`config.mk`:
```
export PLATFORM = sky130hd
export DESIGN_NAME = pib_speed
export DESIGN_NICKNAME = d
export VERILOG_FILES = /design/src/design/pib_pkg.sv /design/src/design/pib_speed.sv
export SDC_FILE = /design/constraint.sdc
export NUM_CORES = 2
export LEC_CHECK = 0
export CAP_MARGIN = 20
export CORE_MARGIN = 2
export CORE_UTILIZATION = 40
export DETAILED_ROUTE_END_ITERATION = 6
export DONT_BUFFER_PORTS = 1
export PLACE_DENSITY = 0.56
export SKIP_CTS_REPAIR_TIMING = 1
export SLEW_MARGIN = 25
export SYNTH_ARGS = -nofsm -noshare
export SYNTH_HDL_FRONTEND = slang
export SYNTH_SLANG_ARGS = --single-unit
```
`constraint.sdc`:
```
create_clock -name clk -period 10.3 [get_ports clk]
set_input_delay 1.03 -clock clk [delete_from_list [all_inputs] [get_ports clk]]
set_output_delay 1.03 -clock clk [all_outputs]
set_load 0.005 [all_outputs]
```
`src/design/pib_pkg.sv`:
```
`default_nettype none
// ----------------------------------------------------------------------------
// pib_pkg
// Shared types and constants of the particle integrate and bounce block.
// ----------------------------------------------------------------------------
package pib_pkg;

    localparam int POS_W = 32;
    localparam int VEL_W = 40;
    localparam int FRC_W = 48;
    localparam int DT_W  = 24;

    typedef struct packed {
        logic [23:0] time_step;
        logic [15:0] wall_damping;
        logic [15:0] velocity_decay;
        logic [23:0] gravity_accel;
        logic [15:0] area_width;
        logic [15:0] area_height;
        logic [7:0]  edge_offset;
    } pib_cfg_t;

    typedef enum logic [2:0] {
        REG_TIME_STEP      = 3'd0,
        REG_WALL_DAMPING   = 3'd1,
        REG_VELOCITY_DECAY = 3'd2,
        REG_GRAVITY_ACCEL  = 3'd3,
        REG_AREA_WIDTH     = 3'd4,
        REG_AREA_HEIGHT    = 3'd5,
        REG_EDGE_OFFSET    = 3'd6
    } pib_reg_idx_t;

    typedef struct packed {
        logic ld1;
        logic ld2;
        logic ld3;
        logic ld4;
        logic ld5;
        logic ld6;
    } pib_ctrl_t;

    localparam logic [1:0] SPEED_SLOW = 2'd0;
    localparam logic [1:0] SPEED_MED  = 2'd1;
    localparam logic [1:0] SPEED_FAST = 2'd2;

    localparam logic [28:0] SLOW_LIM = 29'd262144000;
    localparam logic [28:0] FAST_LIM = 29'd458752000;
    localparam logic [58:0] SLOW_SQ  = 59'(SLOW_LIM) * 59'(SLOW_LIM);
    localparam logic [58:0] FAST_SQ  = 59'(FAST_LIM) * 59'(FAST_LIM);

endpackage
`default_nettype wire

```
`src/design/pib_speed.sv`:
```
`default_nettype none
// ----------------------------------------------------------------------------
// pib_speed
// Two-stage speed classifier: squared magnitude against squared limits.
// ----------------------------------------------------------------------------
module pib_speed (
    input  wire logic                clk,
    input  wire pib_pkg::pib_ctrl_t  ctrl,
    input  wire logic signed [39:0]  vel_x,
    input  wire logic signed [39:0]  vel_y,
    output logic [1:0]               speed_class
);

    logic [39:0] ax;
    logic [39:0] ay;
    logic        fast5_reg;
    logic [57:0] sqx5_reg;
    logic [57:0] sqy5_reg;
    logic [58:0] sum_sq;
    logic [1:0]  cls6_next;
    logic [1:0]  cls6_reg;

    assign ax = vel_x[39] ? 40'(-vel_x) : 40'(vel_x);
    assign ay = vel_y[39] ? 40'(-vel_y) : 40'(vel_y);

    always_ff @(posedge clk)
    begin
        if (ctrl.ld5)
        begin
            fast5_reg <= (ax > 40'(pib_pkg::FAST_LIM)) || (ay > 40'(pib_pkg::FAST_LIM));
            sqx5_reg  <= 58'(ax[28:0]) * 58'(ax[28:0]);
            sqy5_reg  <= 58'(ay[28:0]) * 58'(ay[28:0]);
        end
    end

    assign sum_sq = {1'b0, sqx5_reg} + {1'b0, sqy5_reg};

    always_comb
    begin
        priority if (fast5_reg)
        begin
            cls6_next = pib_pkg::SPEED_FAST;
        end
        else if (sum_sq < pib_pkg::SLOW_SQ)
        begin
            cls6_next = pib_pkg::SPEED_SLOW;
        end
        else if (sum_sq <= pib_pkg::FAST_SQ)
        begin
            cls6_next = pib_pkg::SPEED_MED;
        end
        else
        begin
            cls6_next = pib_pkg::SPEED_FAST;
        end
    end

    always_ff @(posedge clk)
    begin
        if (ctrl.ld6)
        begin
            cls6_reg <= cls6_next;
        end
    end

    assign speed_class = cls6_reg;

endmodule
`default_nettype wire

```
## After elaboration in Yosys (flattened, before gate mapping)

Index checks and enable logic that the tools add are counted.

- Flip-flop bits (word level): 119
- Input port bits: 87
- Word-level logic and storage cells: 20
- Output and inout port bits: 2

- Magnitude comparators: 4
- $mul: 2
- $add $sub $neg: 3
- Mux-type cells: 4
- Reduce and logical (&&, ||, !) cells: 2

Operator list:

| kind | count |
|---|---|
| multiplier 29 x 29 -> 58 bit | 2 |
| > comparator 40 x 29 -> 1 bit, second input constant | 2 |
| two-way mux 40 bit | 2 |
| negator 40 bit | 2 |
| adder 58 x 58 -> 59 bit | 1 |
| <= comparator 59 x 58 -> 1 bit, second input constant | 1 |
| < comparator 59 x 56 -> 1 bit, second input constant | 1 |
| two-way mux 2 bit | 2 |
| OR reduction 2 bit | 1 |
| logical OR 1 bit | 1 |

## Logic depth before layout (Yosys ltp)

- Depth after elaboration: 4
- Gate-level depth with buffers: 41
- Depth with buffers taken out: 37

## Worst setup path after synthesis

Ideal clock, no wire load.

- Path kind: input to register
- From: input port vel_y[0]
- To: register sqy5_reg[55], data pin
- Library setup time: 264 ps
- Stages on the path: 37
- Required time: 10036 ps
- Arrival time: 11033 ps
- Slack: -997 ps
- Path buffers: 4
- Cell sequence: inv_1 clkbuf_1 clkbuf_1 ha_1 or4b_2 or3_1 or4_1 o21ai_2 nand2_1 xnor2_1 inv_1 clkbuf_1 buf_1 nand2_1 fa_1 inv_1 fa_1 fa_1 inv_1 fa_1 inv_1 fa_1 fa_1 fa_1 fa_1 ha_1 a21o_1 a21o_1 a221oi_1 o21ai_0 o21ai_0 a41oi_1 o31ai_1 a21oi_2 a31oi_1 o311a_1 a211oi_2

- Cells in the longest elaborated chain, start to end: 3

RTL lines:

| item | line | RTL |
|---|---|---|
| from (decl) | pib_speed.sv:10 | `input wire logic signed [39:0] vel_y,` |
| negator 40 bit | pib_speed.sv:24 | `assign ay = vel_y[39] ? 40'(-vel_y) : 40'(vel_y);` |
| two-way mux 40 bit (*) | pib_speed.sv:24 |  |
| multiplier 29 x 29 -> 58 bit (*) | pib_speed.sv:32 | `sqy5_reg <= 58'(ay[28:0]) * 58'(ay[28:0]);` |
| to (signal assigned) | pib_speed.sv:32 |  |
| to (decl) | pib_speed.sv:18 | `logic [57:0] sqy5_reg;` |

Mark *: on every way between the ends. The rest lies on a longest branch, timed or not.
A chain may end at the register's enable or synchronous reset.

## Worst setup path after layout

- From: input port vel_y[0]
- To: register sqy5_reg[53], data pin

Same word-level chain as after synthesis.

==> flow_metrics.env <==
export IMPL_outcome="finished clean"
export IMPL_cts_made_buffers=25
export IMPL_syn_num_nets=7989
export IMPL_slew_limit_headroom_pct=23.8
export IMPL_critical_path_class="primary input to flip-flop"
export IMPL_hold_class="primary input to flip-flop"
export IMPL_finalCritPeriodShare_pct=97.2
export IMPL_synth_compound_area_share_pct=7.65
export IMPL_clock_sinks=117
export IMPL_post_route_worst_setup_slack_ns=0.285
export IMPL_synthTopCellsByArea="fa_1, ha_1, inv_1"
export IMPL_ys_types=95
export IMPL_synth_xor_area_share_pct=3.46
export IMPL_dp_slack_ns=-0.567
export IMPL_synth_flop_cell="edfxtp_1"
export IMPL_die_area_um2=142000
export IMPL_post_synth_top_area_cell="fa_1"
export IMPL_drv_slew=0
export IMPL_grt_pass1_wl_um=249000
export IMPL_r2r_start="sqy5_reg[25]$_DFFE_PP_"
export IMPL_yosysMostFrequentCell="inv_1"
export IMPL_cts_tree="yes"
export IMPL_max_stage_delay_ns=0.62
export IMPL_clk_latency_ns=0.48
export IMPL_worst_pin_slew_ns=1.14
export IMPL_drtIter0Drc=2349
export IMPL_antenna_found_initial=2
export IMPL_synth_simple_area_share_pct=10.6
export IMPL_finalCriticalPeriod_ns=10.02
export IMPL_yosysWarnings=0
export IMPL_cts_clk_slew_worst_paths_ns=0.05
export IMPL_vias=41800
export IMPL_setup_worst_path_start="vel_y[0]"
export IMPL_routedWlPerCell_um=18.8
export IMPL_routed_via_density=5.06
export IMPL_top_layer="met5"
export IMPL_max_clock_freq_mhz=99.8
export IMPL_placed_area_um2=61800
export IMPL_area_growth_pct=12.6
export IMPL_ios=89
export IMPL_initial_utilization_pct=40.4
export IMPL_worstReg2RegEnd="speed_class[0]$_SDFFCE_PP0P_"
export IMPL_grt_max_degree=116
export IMPL_port_buffers=0
export IMPL_cts_root_buffer="clkbuf_16"
export IMPL_syn_inst=6049
export IMPL_synthesis_area_um2=55700
export IMPL_critPathLaunchType="primary input"
export IMPL_synth_async_sr_flop_share_pct=0
export IMPL_fin_nets=8389
export IMPL_stdcell_area_um2=62600
export IMPL_critical_path_buf_inv_count=9
export IMPL_ff2ff_setup_slack_ns=4.71
export IMPL_wl_met1_um=63800
export IMPL_syn_area_per_cell_um2=9.20
export IMPL_crit_arrival_ns=10.24
export IMPL_cts_max_path_buffers=3
export IMPL_antenna_left=0
export IMPL_ys_seq_area_share_pct=6.31
export IMPL_ctsHtreeMaxLevel=4
export IMPL_path_delay_family="adder cells"
export IMPL_dp_hpwl_um=135000
export IMPL_grt_pass1_vias=45900
export IMPL_gp_congestion=0.910
export IMPL_synth_common_cells="inv_1, fa_1, nand2_1, ha_1, nor2_1"
export IMPL_fin_skew_ns=0.0126
export IMPL_ys_ff_latch=117
export IMPL_fin_cells=8248
export IMPL_synth_fa_ha_area_share_pct=59.2
export IMPL_grt_util_all_layers_pct=22.7
export IMPL_dr_pass1_iters=7
export IMPL_grt_ovfl_total=0
export IMPL_die_w_um=377
export IMPL_dp_cells=8209
export IMPL_fp_dieH_um=377
export IMPL_crit_path_frequent_cell="fa_1"
export IMPL_hold_violations=0
export IMPL_finalWirelength_um=155000
export IMPL_cp_max_fo=15
export IMPL_met3WireLength_um=8070
export IMPL_worstPathRequired_ns=10.53
export IMPL_setup_viol=0
export IMPL_drv_cap=0
export IMPL_rr_worst_depth=12
export IMPL_coreArea_um2=138000
export IMPL_end_kind="flip-flop"
export IMPL_drc_errors=0
export IMPL_synth_top_family_by_area="adder cells"
export IMPL_synth_edf_count=117
export IMPL_cp_slowest_cell="fa_1"
export IMPL_path_depth=35
export IMPL_row_count=136
export IMPL_drive_above_1_share_pct=10.8
export IMPL_synth_mux_area_share_pct=0.281
export IMPL_crit_end="sqy5_reg[53]$_DFFE_PP_"
export IMPL_synth_top_area_share_pct=46.9
export IMPL_route_met2_wl_um=78300
stage by stage:
| stage | hold slack (ns) | setup TNS, ns | util, % |
|---|---|---|---|
| finish | 0.657 | 0 | 45.5 |
| global route | 0.633 | -0.0633 | 45.5 |
| CTS | 0.633 | -0.0715 | 45.3 |
| detailed placement | 1.04 | -5.31 | 44.8 |
| global placement | 1.02 | -3.46 | 44.8 |
| floorplan | 0.666 | -0.0469 | - |
cell families (layout without fill, tap and decap cells):
family | after synthesis | after routing
adders and majority gates | 1853 | 1853
buffers and inverters | 1845 | 2249
muxes | 15 | 15
DFF | 117 | 117
and+or+nand+nor | 1364 | 1364
other | 0 | 1
AOI/OAI and AO/OA | 636 | 636
xor gates and xnor gates | 219 | 219
worst min path at each step:
stage | startpoint | end | slack, ns | cells after the start
after CTS | vel_y[0] | sqy5_reg[0]$_DFFE_PP_ | 0.63 | 0
after floorplan | fast5_reg$_DFFE_PP_ | speed_class[1]$_SDFFCE_PP1P_ | 0.67 | 3
after global routing | ctrl[0] | speed_class[1]$_SDFFCE_PP1P_ | 0.63 | 0
after global placement | fast5_reg$_DFFE_PP_ | speed_class[0]$_SDFFCE_PP0P_ | 1.02 | 3
after detailed placement | fast5_reg$_DFFE_PP_ | speed_class[0]$_SDFFCE_PP0P_ | 1.04 | 3
final | ctrl[0] | speed_class[1]$_SDFFCE_PP1P_ | 0.66 | 0
placed cells by master, fill, tap and decap left out, types with 31 or more instances in the layout:
cell | netlist | routed
nor3_1 | 61 | 61
nand2_1 | 559 | 558
o21ai_0 | 111 | 104
a21o_1 | 86 | 86
xnor2_1 | 134 | 118
buf_4 | 1 | 524
xor2_1 | 84 | 72
o21bai_1 | 31 | 31
inv_1 | 1651 | 1650
edfxtp_1 | 117 | 117
nand4_1 | 34 | 34
fa_1 | 1304 | 1301
nand3_1 | 51 | 51
ha_1 | 549 | 546
nor2_1 | 495 | 490
a21oi_1 | 167 | 161
final cells by class:
type,instances,area [um2]
fillers,13600,75200
multi-input cells,4087,45600
inverters,1673,6280
repair buffers,545,4350
flip-flops and latches,117,3510
well taps,1794,2240
clock buffers,28,637
clock inverters,3,11.3
diodes,1,2.50
metal layers:
metal	GRT usage, %	up-vias
li1	-	19100
met1	29.3	21400
met2	40.1	981
met3	3.00	220
met4	5.80	2
met5	0	-
Power is not shown: default switching activity piles up to over one toggle a cycle in this logic, so the estimate is an artifact.
