## src/design/pib_pkg.sv

```systemverilog
`default_nettype none
// ----------------------------------------------------------------------------
// pib_pkg
// Shared types and constants of the particle integrate and bounce block.
// ----------------------------------------------------------------------------
package pib_pkg;

    localparam int POS_W = 32;
    localparam int VEL_W = 40;
    localparam int FRC_W = 48;
    localparam int DT_W  = 24;

    typedef struct packed {
        logic [23:0] time_step;
        logic [15:0] wall_damping;
        logic [15:0] velocity_decay;
        logic [23:0] gravity_accel;
        logic [15:0] area_width;
        logic [15:0] area_height;
        logic [7:0]  edge_offset;
    } pib_cfg_t;

    typedef enum logic [2:0] {
        REG_TIME_STEP      = 3'd0,
        REG_WALL_DAMPING   = 3'd1,
        REG_VELOCITY_DECAY = 3'd2,
        REG_GRAVITY_ACCEL  = 3'd3,
        REG_AREA_WIDTH     = 3'd4,
        REG_AREA_HEIGHT    = 3'd5,
        REG_EDGE_OFFSET    = 3'd6
    } pib_reg_idx_t;

    typedef struct packed {
        logic ld1;
        logic ld2;
        logic ld3;
        logic ld4;
        logic ld5;
        logic ld6;
    } pib_ctrl_t;

    localparam logic [1:0] SPEED_SLOW = 2'd0;
    localparam logic [1:0] SPEED_MED  = 2'd1;
    localparam logic [1:0] SPEED_FAST = 2'd2;

    localparam logic [28:0] SLOW_LIM = 29'd262144000;
    localparam logic [28:0] FAST_LIM = 29'd458752000;
    localparam logic [58:0] SLOW_SQ  = 59'(SLOW_LIM) * 59'(SLOW_LIM);
    localparam logic [58:0] FAST_SQ  = 59'(FAST_LIM) * 59'(FAST_LIM);

endpackage
`default_nettype wire

```

## src/design/pib_cfg_regs.sv

```systemverilog
`default_nettype none
// ----------------------------------------------------------------------------
// pib_cfg_regs
// APB register bank holding the step, damping, gravity and area settings.
// ----------------------------------------------------------------------------
module pib_cfg_regs (
    input  wire logic              clk,
    input  wire logic              rst_n,
    input  wire logic              psel,
    input  wire logic              penable,
    input  wire logic              pwrite,
    input  wire logic [4:0]        paddr,
    input  wire logic [31:0]       pwdata,
    output logic      [31:0]       prdata,
    output logic                   pready,
    output pib_pkg::pib_cfg_t      cfg
);

    pib_pkg::pib_cfg_t    cfg_reg;
    pib_pkg::pib_cfg_t    cfg_next;
    pib_pkg::pib_reg_idx_t idx;
    logic                 wr_en;

    assign pready = 1'b1;
    assign idx    = pib_pkg::pib_reg_idx_t'(paddr[4:2]);
    assign wr_en  = psel && penable && pwrite && pready;
    assign cfg    = cfg_reg;

    always_comb
    begin
        cfg_next = cfg_reg;
        if (wr_en)
        begin
            unique case (idx)
                pib_pkg::REG_TIME_STEP:      cfg_next.time_step      = pwdata[23:0];
                pib_pkg::REG_WALL_DAMPING:   cfg_next.wall_damping   = pwdata[15:0];
                pib_pkg::REG_VELOCITY_DECAY: cfg_next.velocity_decay = pwdata[15:0];
                pib_pkg::REG_GRAVITY_ACCEL:  cfg_next.gravity_accel  = pwdata[23:0];
                pib_pkg::REG_AREA_WIDTH:     cfg_next.area_width     = pwdata[15:0];
                pib_pkg::REG_AREA_HEIGHT:    cfg_next.area_height    = pwdata[15:0];
                pib_pkg::REG_EDGE_OFFSET:    cfg_next.edge_offset    = pwdata[7:0];
                default:                     cfg_next = cfg_reg;
            endcase
        end
    end

    always_comb
    begin
        unique case (idx)
            pib_pkg::REG_TIME_STEP:      prdata = {8'd0, cfg_reg.time_step};
            pib_pkg::REG_WALL_DAMPING:   prdata = {16'd0, cfg_reg.wall_damping};
            pib_pkg::REG_VELOCITY_DECAY: prdata = {16'd0, cfg_reg.velocity_decay};
            pib_pkg::REG_GRAVITY_ACCEL:  prdata = {8'd0, cfg_reg.gravity_accel};
            pib_pkg::REG_AREA_WIDTH:     prdata = {16'd0, cfg_reg.area_width};
            pib_pkg::REG_AREA_HEIGHT:    prdata = {16'd0, cfg_reg.area_height};
            pib_pkg::REG_EDGE_OFFSET:    prdata = {24'd0, cfg_reg.edge_offset};
            default:                     prdata = 32'd0;
        endcase
    end

    always_ff @(posedge clk or negedge rst_n)
    begin
        if (!rst_n)
        begin
            cfg_reg.time_step      <= 24'd33554;
            cfg_reg.wall_damping   <= 16'd58982;
            cfg_reg.velocity_decay <= 16'd60293;
            cfg_reg.gravity_accel  <= 24'd500000;
            cfg_reg.area_width     <= 16'd1280;
            cfg_reg.area_height    <= 16'd800;
            cfg_reg.edge_offset    <= 8'd3;
        end
        else
        begin
            cfg_reg <= cfg_next;
        end
    end

endmodule
`default_nettype wire

```

## config.mk

```make
export PLATFORM = sky130hd
export DESIGN_NAME = pib_cfg_regs
export DESIGN_NICKNAME = d
export VERILOG_FILES = /design/src/design/pib_pkg.sv /design/src/design/pib_cfg_regs.sv
export SDC_FILE = /design/constraint.sdc
export NUM_CORES = 1
export LEC_CHECK = 0
export BUFFER_PORTS_ARGS = -buffer_cell sky130_fd_sc_hd__buf_2
export CAP_MARGIN = 20
export CORE_MARGIN = 2
export CORE_UTILIZATION = 54
export DETAILED_ROUTE_END_ITERATION = 12
export GPL_ROUTABILITY_DRIVEN = 1
export PLACE_DENSITY = 0.88
export SLEW_MARGIN = 20
export SYNTH_ARGS = -nofsm -noshare
export SYNTH_HDL_FRONTEND = slang
export SYNTH_SLANG_ARGS = --single-unit
```

## constraint.sdc

```tcl
create_clock -name clk -period 2.5 [get_ports clk]
set_input_delay 0.25 -clock clk [delete_from_list [all_inputs] [get_ports clk]]
set_output_delay 0.25 -clock clk [all_outputs]
set_load 0.02 [all_outputs]
```

# Word-level counts from Yosys, hierarchy flattened
# Index checks and enable logic that the tools add are counted.
[op_classes]
eq_ne = 6
n_mux = 1
reduce_logical = 10
[op_table]
columns = ["operator", "n"]
rows = [
  ["$pmux W24 S7", 1],
  ["$reduce_and A2 Y1", 7],
  ["$eq A3 B3 Y1 const B", 3],
  ["$eq A3 B2 Y1 const B", 2],
  ["$eq A3 B1 Y1 const B", 1],
  ["$logic_not A3 Y1", 1],
  ["$logic_and A1 B1 Y1", 2],
]
[totals]
regBits = 120
in_bits = 42
out_inout_bits = 153
elab_cells = 24

# Depth between registers and ports, before layout
[logic_depth]
ltp_word = 3
mapped_depth = 6
depth_no_buf = 3

# Worst setup path after synthesis
# No wires, ideal clock.
[synth_path]
path_kind = "input to output"
from = "input paddr[2]"
to = "output prdata[8]"
t_arrival_ns = 1.392
t_required_ns = 2.250
path_slack_ns = 0.858
cell_stages = 5
n_path_buf = 2
path_cell_list = "buf_2 > buf_2 > nand3_1 > o21a_1 > o21ai_0"
[synth_between]
elab_chain_cells = 2
word_cells_on_any_way = 8
cone_classes = "eq/ne (6); mux (1); reduce/logical (1)"
[synth_lines]
columns = ["item", "line", "text"]
rows = [
  ["start: declaration", "pib_cfg_regs.sv:12", "input wire logic [4:0] paddr,"],
  ["$eq A3 B3 Y1 (tied with other cells)", "pib_cfg_regs.sv:49", "unique case (idx)"],
  ["$pmux W24 S7 *", "pib_cfg_regs.sv:49", ""],
  ["end: declaration", "pib_cfg_regs.sv:14", "output logic [31:0] prdata,"],
]
# Mark *: on every way between the ends. The rest lies on a longest branch, timed or not.

# Final worst setup path
[layout_path]
from = "input paddr[2]"
to = "output prdata[1]"
# Same word-level chain as after synthesis.

==> insert_results.sql <==
INSERT INTO impl_metrics (metric_group, metric, value, unit) VALUES
('run_status', 'status', 'finished, final reports clean', ''),
('min_path', 'hold_path_depth', '2', ''),
('logic_synthesis', 'netlist-cell-type-count', '32', ''),
('run', 'drv_cap', '0', ''),
('clock_tree', 'clock_insertion_delay_worst_skew', '510', 'ps'),
('sta', 'final_max_slew_viol_count', '0', ''),
('floorplan', 'design.die.area', '0.0115', 'mm^2'),
('clock_tree', 'cts.sinks', '120', ''),
('clock_tree', 'cts_made_buffers', '17', ''),
('routing', 'drt_first_iter_violations', '173', ''),
('setup_path', 'timing.reg2reg.setup_slack', '1680', 'ps'),
('place', 'port-buffer-count', '175', ''),
('final_layout', 'nets', '650', ''),
('place', 'dpl_cells', '716', ''),
('clock_tree', 'clock_tree.htree_level_count', '4', ''),
('logic_synthesis', 'synth-seq-area-share', '53.2', '%'),
('sta', 'fin_worst_hold_slack', '52.1', 'ps'),
('sta', 'grt_setup_unrepaired', 'no', ''),
('final_layout', 'antenna_cells_inserted', '0', ''),
('clock_tree', 'clock-root-buffer', 'sky130_fd_sc_hd__clkbuf_8', ''),
('global_route', 'vias_in_the_first_global_route', '4250', ''),
('global_route', 'globalRouteTotalUtil', '27.1', '%'),
('sta', 'finalSetupViolations', '0', ''),
('clock_tree', 'cts_buffer_depth', '2', ''),
('routing', 'route.detailed.vias_per_inst', '5.61', ''),
('setup_path', 'worst-endpoint-required', '2250', 'ps'),
('setup_path', 'path_max_fanout', '13', ''),
('sta', 'fin_crit_sh', '84.2', '%'),
('global_route', 'grt_antenna_before_repair', '0', ''),
('place', 'routabilityCongestion', '0.813', ''),
('sta', 'tightest_slew', '942', 'ps'),
('setup_path', 'start_kind', 'input port', ''),
('min_path', 'hold-path-endpoint', 'cfg[107]', ''),
('sta', 'final-hold-violation-count', '0', ''),
('logic_synthesis', 'post_synth_instance_area', '0.00573', 'mm^2'),
('global_route', 'grt_max_degree', '57', ''),
('floorplan', 'number_of_primary_i_o_pins', '195', ''),
('final_layout', 'finish.cell_count_without_fillers', '757', ''),
('routing', 'drt-wirelength-per-cell', '19.8', 'um'),
('global_route', 'grt_pass1_wl', '23.4', 'mm'),
('floorplan', 'fp.dieW', '107', 'um'),
('global_route', 'gr-total-overflow', '0', ''),
('routing', 'drt-total-wl', '15.0', 'mm'),
('clock_tree', 'clk_pin_slew', '60', 'ps'),
('sta', 'fin_setup_tns', '0', 'ps'),
('clock_tree', 'post_cts_buffers', '0', ''),
('floorplan', 'placeableCoreArea', '0.0103', 'mm^2'),
('routing', 'post-route-drc-count', '0', ''),
('final_layout', 'max_ffs_per_register', '120', ''),
('power_and_ir_drop', 'power.ir.vdd_worst', '0.000534', 'V'),
('floorplan', 'floorplan.initialDensity', '55.5', '%'),
('final_layout', 'area_growth', '30.9', '%'),
('logic_synthesis', 'synth.ff_latch_count', '120', ''),
('logic_synthesis', 'synth.yosys.warnings', '0', ''),
('sta', 'timing.clock.skew', '0', 'ps'),
('setup_path', 'timing.setup.critical_path_class', 'in -> out', ''),
('clock_tree', 'clock_tree_from_tritoncts', 'done', ''),
('setup_path', 'crit-reg2reg-launch', 'cfg[99]', ''),
('routing', 'postRouteAntennaNets', '0', ''),
('routing', 'num_vias', '4248', ''),
('final_layout', 'post_route_cells_drive_above_1_share', '64.1', '%'),
('sta', 'timing.fmax', '0.475', 'GHz'),
('power_and_ir_drop', 'power_leakage', '3.77', 'nW'),
('setup_path', 'timing.reg2reg.worst_path_depth', '1', ''),
('floorplan', 'fp-row-count', '37', ''),
('routing', 'detailedRoute.firstPassIterationCount', '4', ''),
('power_and_ir_drop', 'power.density_cell_area', '964', 'mW/mm^2'),
('sta', 'max_slew_margin', '37.2', '%'),
('logic_synthesis', 'postSynthCellCount', '411', ''),
('logic_synthesis', 'synth_area_per_cell', '13.9', 'um^2'),
('place', 'post-dp-hpwl', '10.2', 'mm'),
('floorplan', 'die_h', '107', 'um'),
('min_path', 'hold_path.startpoint', 'pwdata[11]', ''),
('min_path', 'hold_path_class', 'in -> reg', ''),
('setup_path', 'worstSetupEndpointType', 'output port', ''),
('setup_path', 'timing.rr.end', 'cfg[99]', ''),
('setup_path', 'worstPathArrival', '1850', 'ps'),
('sta', 'final_period_minus_worst_setup_slack', '2100', 'ps');
logic make-up (layout without fill, tap and decap cells):
family / after synthesis / in the layout / synth area share, %
mux: 163 / 163 / 32.8
flops: 120 / 120 / 53.2
simple gates: 46 / 46 / 4.30
compound gates: 43 / 43 / 5.70
buf+inv: 37 / 240 / 3.89
other cells: 2 / 9 / 0.131
how the worst max path moves through the flow:
stage | end | depth (start not counted) | from
floorplan | prdata[8] | 5 | paddr[2]
global placement | prdata[12] | 7 | paddr[3]
detailed placement | cfg[103] | 4 | paddr[3]
CTS | prdata[1] | 6 | paddr[2]
global route | prdata[1] | 6 | paddr[2]
finish | prdata[1] | 6 | paddr[2]
critical path: stages:
cell,delay (ps)
sky130_fd_sc_hd__buf_2,200
sky130_fd_sc_hd__buf_4,260
sky130_fd_sc_hd__nor2b_1,620
sky130_fd_sc_hd__nand2_1,160
sky130_fd_sc_hd__o221ai_1,140
sky130_fd_sc_hd__buf_2,220
synthesized netlist by cell type:
library cell                 n  area share, %
sky130_fd_sc_hd__a211o_1     1           0.15
sky130_fd_sc_hd__a21oi_1     1          0.087
sky130_fd_sc_hd__a22oi_1     8            1.0
sky130_fd_sc_hd__and2_1      1           0.11
sky130_fd_sc_hd__buf_1       5           0.33
sky130_fd_sc_hd__buf_2      10           0.87
sky130_fd_sc_hd__buf_4      11            1.4
sky130_fd_sc_hd__buf_6       4           0.79
sky130_fd_sc_hd__clkbuf_1    4           0.26
sky130_fd_sc_hd__conb_1      2           0.13
sky130_fd_sc_hd__dfrtp_1    83             36
sky130_fd_sc_hd__dfstp_2    37             17
sky130_fd_sc_hd__inv_1       3           0.20
sky130_fd_sc_hd__mux2_2    107             21
sky130_fd_sc_hd__mux2_4     20            5.2
sky130_fd_sc_hd__mux2i_1    35            6.1
sky130_fd_sc_hd__mux4_2      1           0.39
sky130_fd_sc_hd__nand2_1    10           0.66
sky130_fd_sc_hd__nand2b_1    4           0.44
sky130_fd_sc_hd__nand3_1    10           0.87
sky130_fd_sc_hd__nand4_1     1           0.11
sky130_fd_sc_hd__nand4b_4    1           0.41
sky130_fd_sc_hd__nor2_1      9           0.59
sky130_fd_sc_hd__nor2_2      6           0.66
sky130_fd_sc_hd__nor2b_1     1           0.11
sky130_fd_sc_hd__nor3b_1     1           0.13
sky130_fd_sc_hd__o21a_1     12            1.6
sky130_fd_sc_hd__o21ai_0     5           0.44
sky130_fd_sc_hd__o221ai_1   11            1.7
sky130_fd_sc_hd__o22a_1      4           0.61
sky130_fd_sc_hd__o22ai_1     1           0.11
sky130_fd_sc_hd__or2_1       2           0.22
layer usage:
metal  wire length, um  GRT usage [%]  vias up
met5                 0              0        -
met4               306           11.4        0
met3              1060           7.60       24
met2              7290           42.8      198
met1              6370           35.2     2148
li1                  -              -     1878
what timing repair did:
action / 4_1_cts / 5_1_grt
endpoints found under the hold margin: 55 / 0
hold buffers: 9 / 0
gates resized for setup: 0 / 0
cell usage in the layout (no fill, tap or decap), types with 3 or more instances in the layout:
cell type and instances:
sky130_fd_sc_hd__dfstp_2 37, sky130_fd_sc_hd__buf_2 174, sky130_fd_sc_hd__inv_1 3, sky130_fd_sc_hd__bufinv_16 5, sky130_fd_sc_hd__clkbuf_16 16, sky130_fd_sc_hd__mux2_2 107, sky130_fd_sc_hd__dfrtp_1 83, sky130_fd_sc_hd__dlygate4sd3_1 9
sky130_fd_sc_hd__nand3_1 10, sky130_fd_sc_hd__mux2_4 20, sky130_fd_sc_hd__conb_1 9, sky130_fd_sc_hd__a22oi_1 8, sky130_fd_sc_hd__clkinv_2 3, sky130_fd_sc_hd__mux2i_1 35, sky130_fd_sc_hd__o21ai_0 5, sky130_fd_sc_hd__nand2_1 10
sky130_fd_sc_hd__nor2_2 6, sky130_fd_sc_hd__clkbuf_8 5, sky130_fd_sc_hd__nand2b_1 4, sky130_fd_sc_hd__clkbuf_1 3, sky130_fd_sc_hd__buf_4 21, sky130_fd_sc_hd__o22a_1 4, sky130_fd_sc_hd__nor2_1 9, sky130_fd_sc_hd__o221ai_1 11
sky130_fd_sc_hd__o21a_1 12
final cells by class:
cell class,instances,area [um^2]
flip-flops and latches,120,3050
fillers,675,2820
multi-input cells,261,2480
repair buffers,205,1140
clock buffers,24,480
well taps,136,170
clock inverters,8,165
inverters,3,11.3
metrics by stage:
stage / power, mW / instance area, um^2 / setup slack (ps) / utilization [%]
5_1_grt: 7.54 / 7500 / 349 / 72.6
4_1_cts: 7.27 / 7500 / 448 / 72.6
2_1_floorplan: 3.89 / 5760 / 858 / -
3_3_place_gp: 4.52 / 6760 / 456 / 65.5
3_5_place_dp: 4.60 / 6760 / 421 / 65.5
6_report: 7.23 / 7500 / 395 / 72.6
where the power goes:
| part | total (mW) | switching, mW | internal, mW |
|---|---|---|---|
| sequential | 2.73 | 0.312 | 2.41 |
| clock | 2.63 | 0.811 | 1.82 |
| combinational | 1.87 | 1.08 | 0.789 |
| total | 7.23 | 2.20 | 5.02 |
Power figures use the tool's default switching activity.
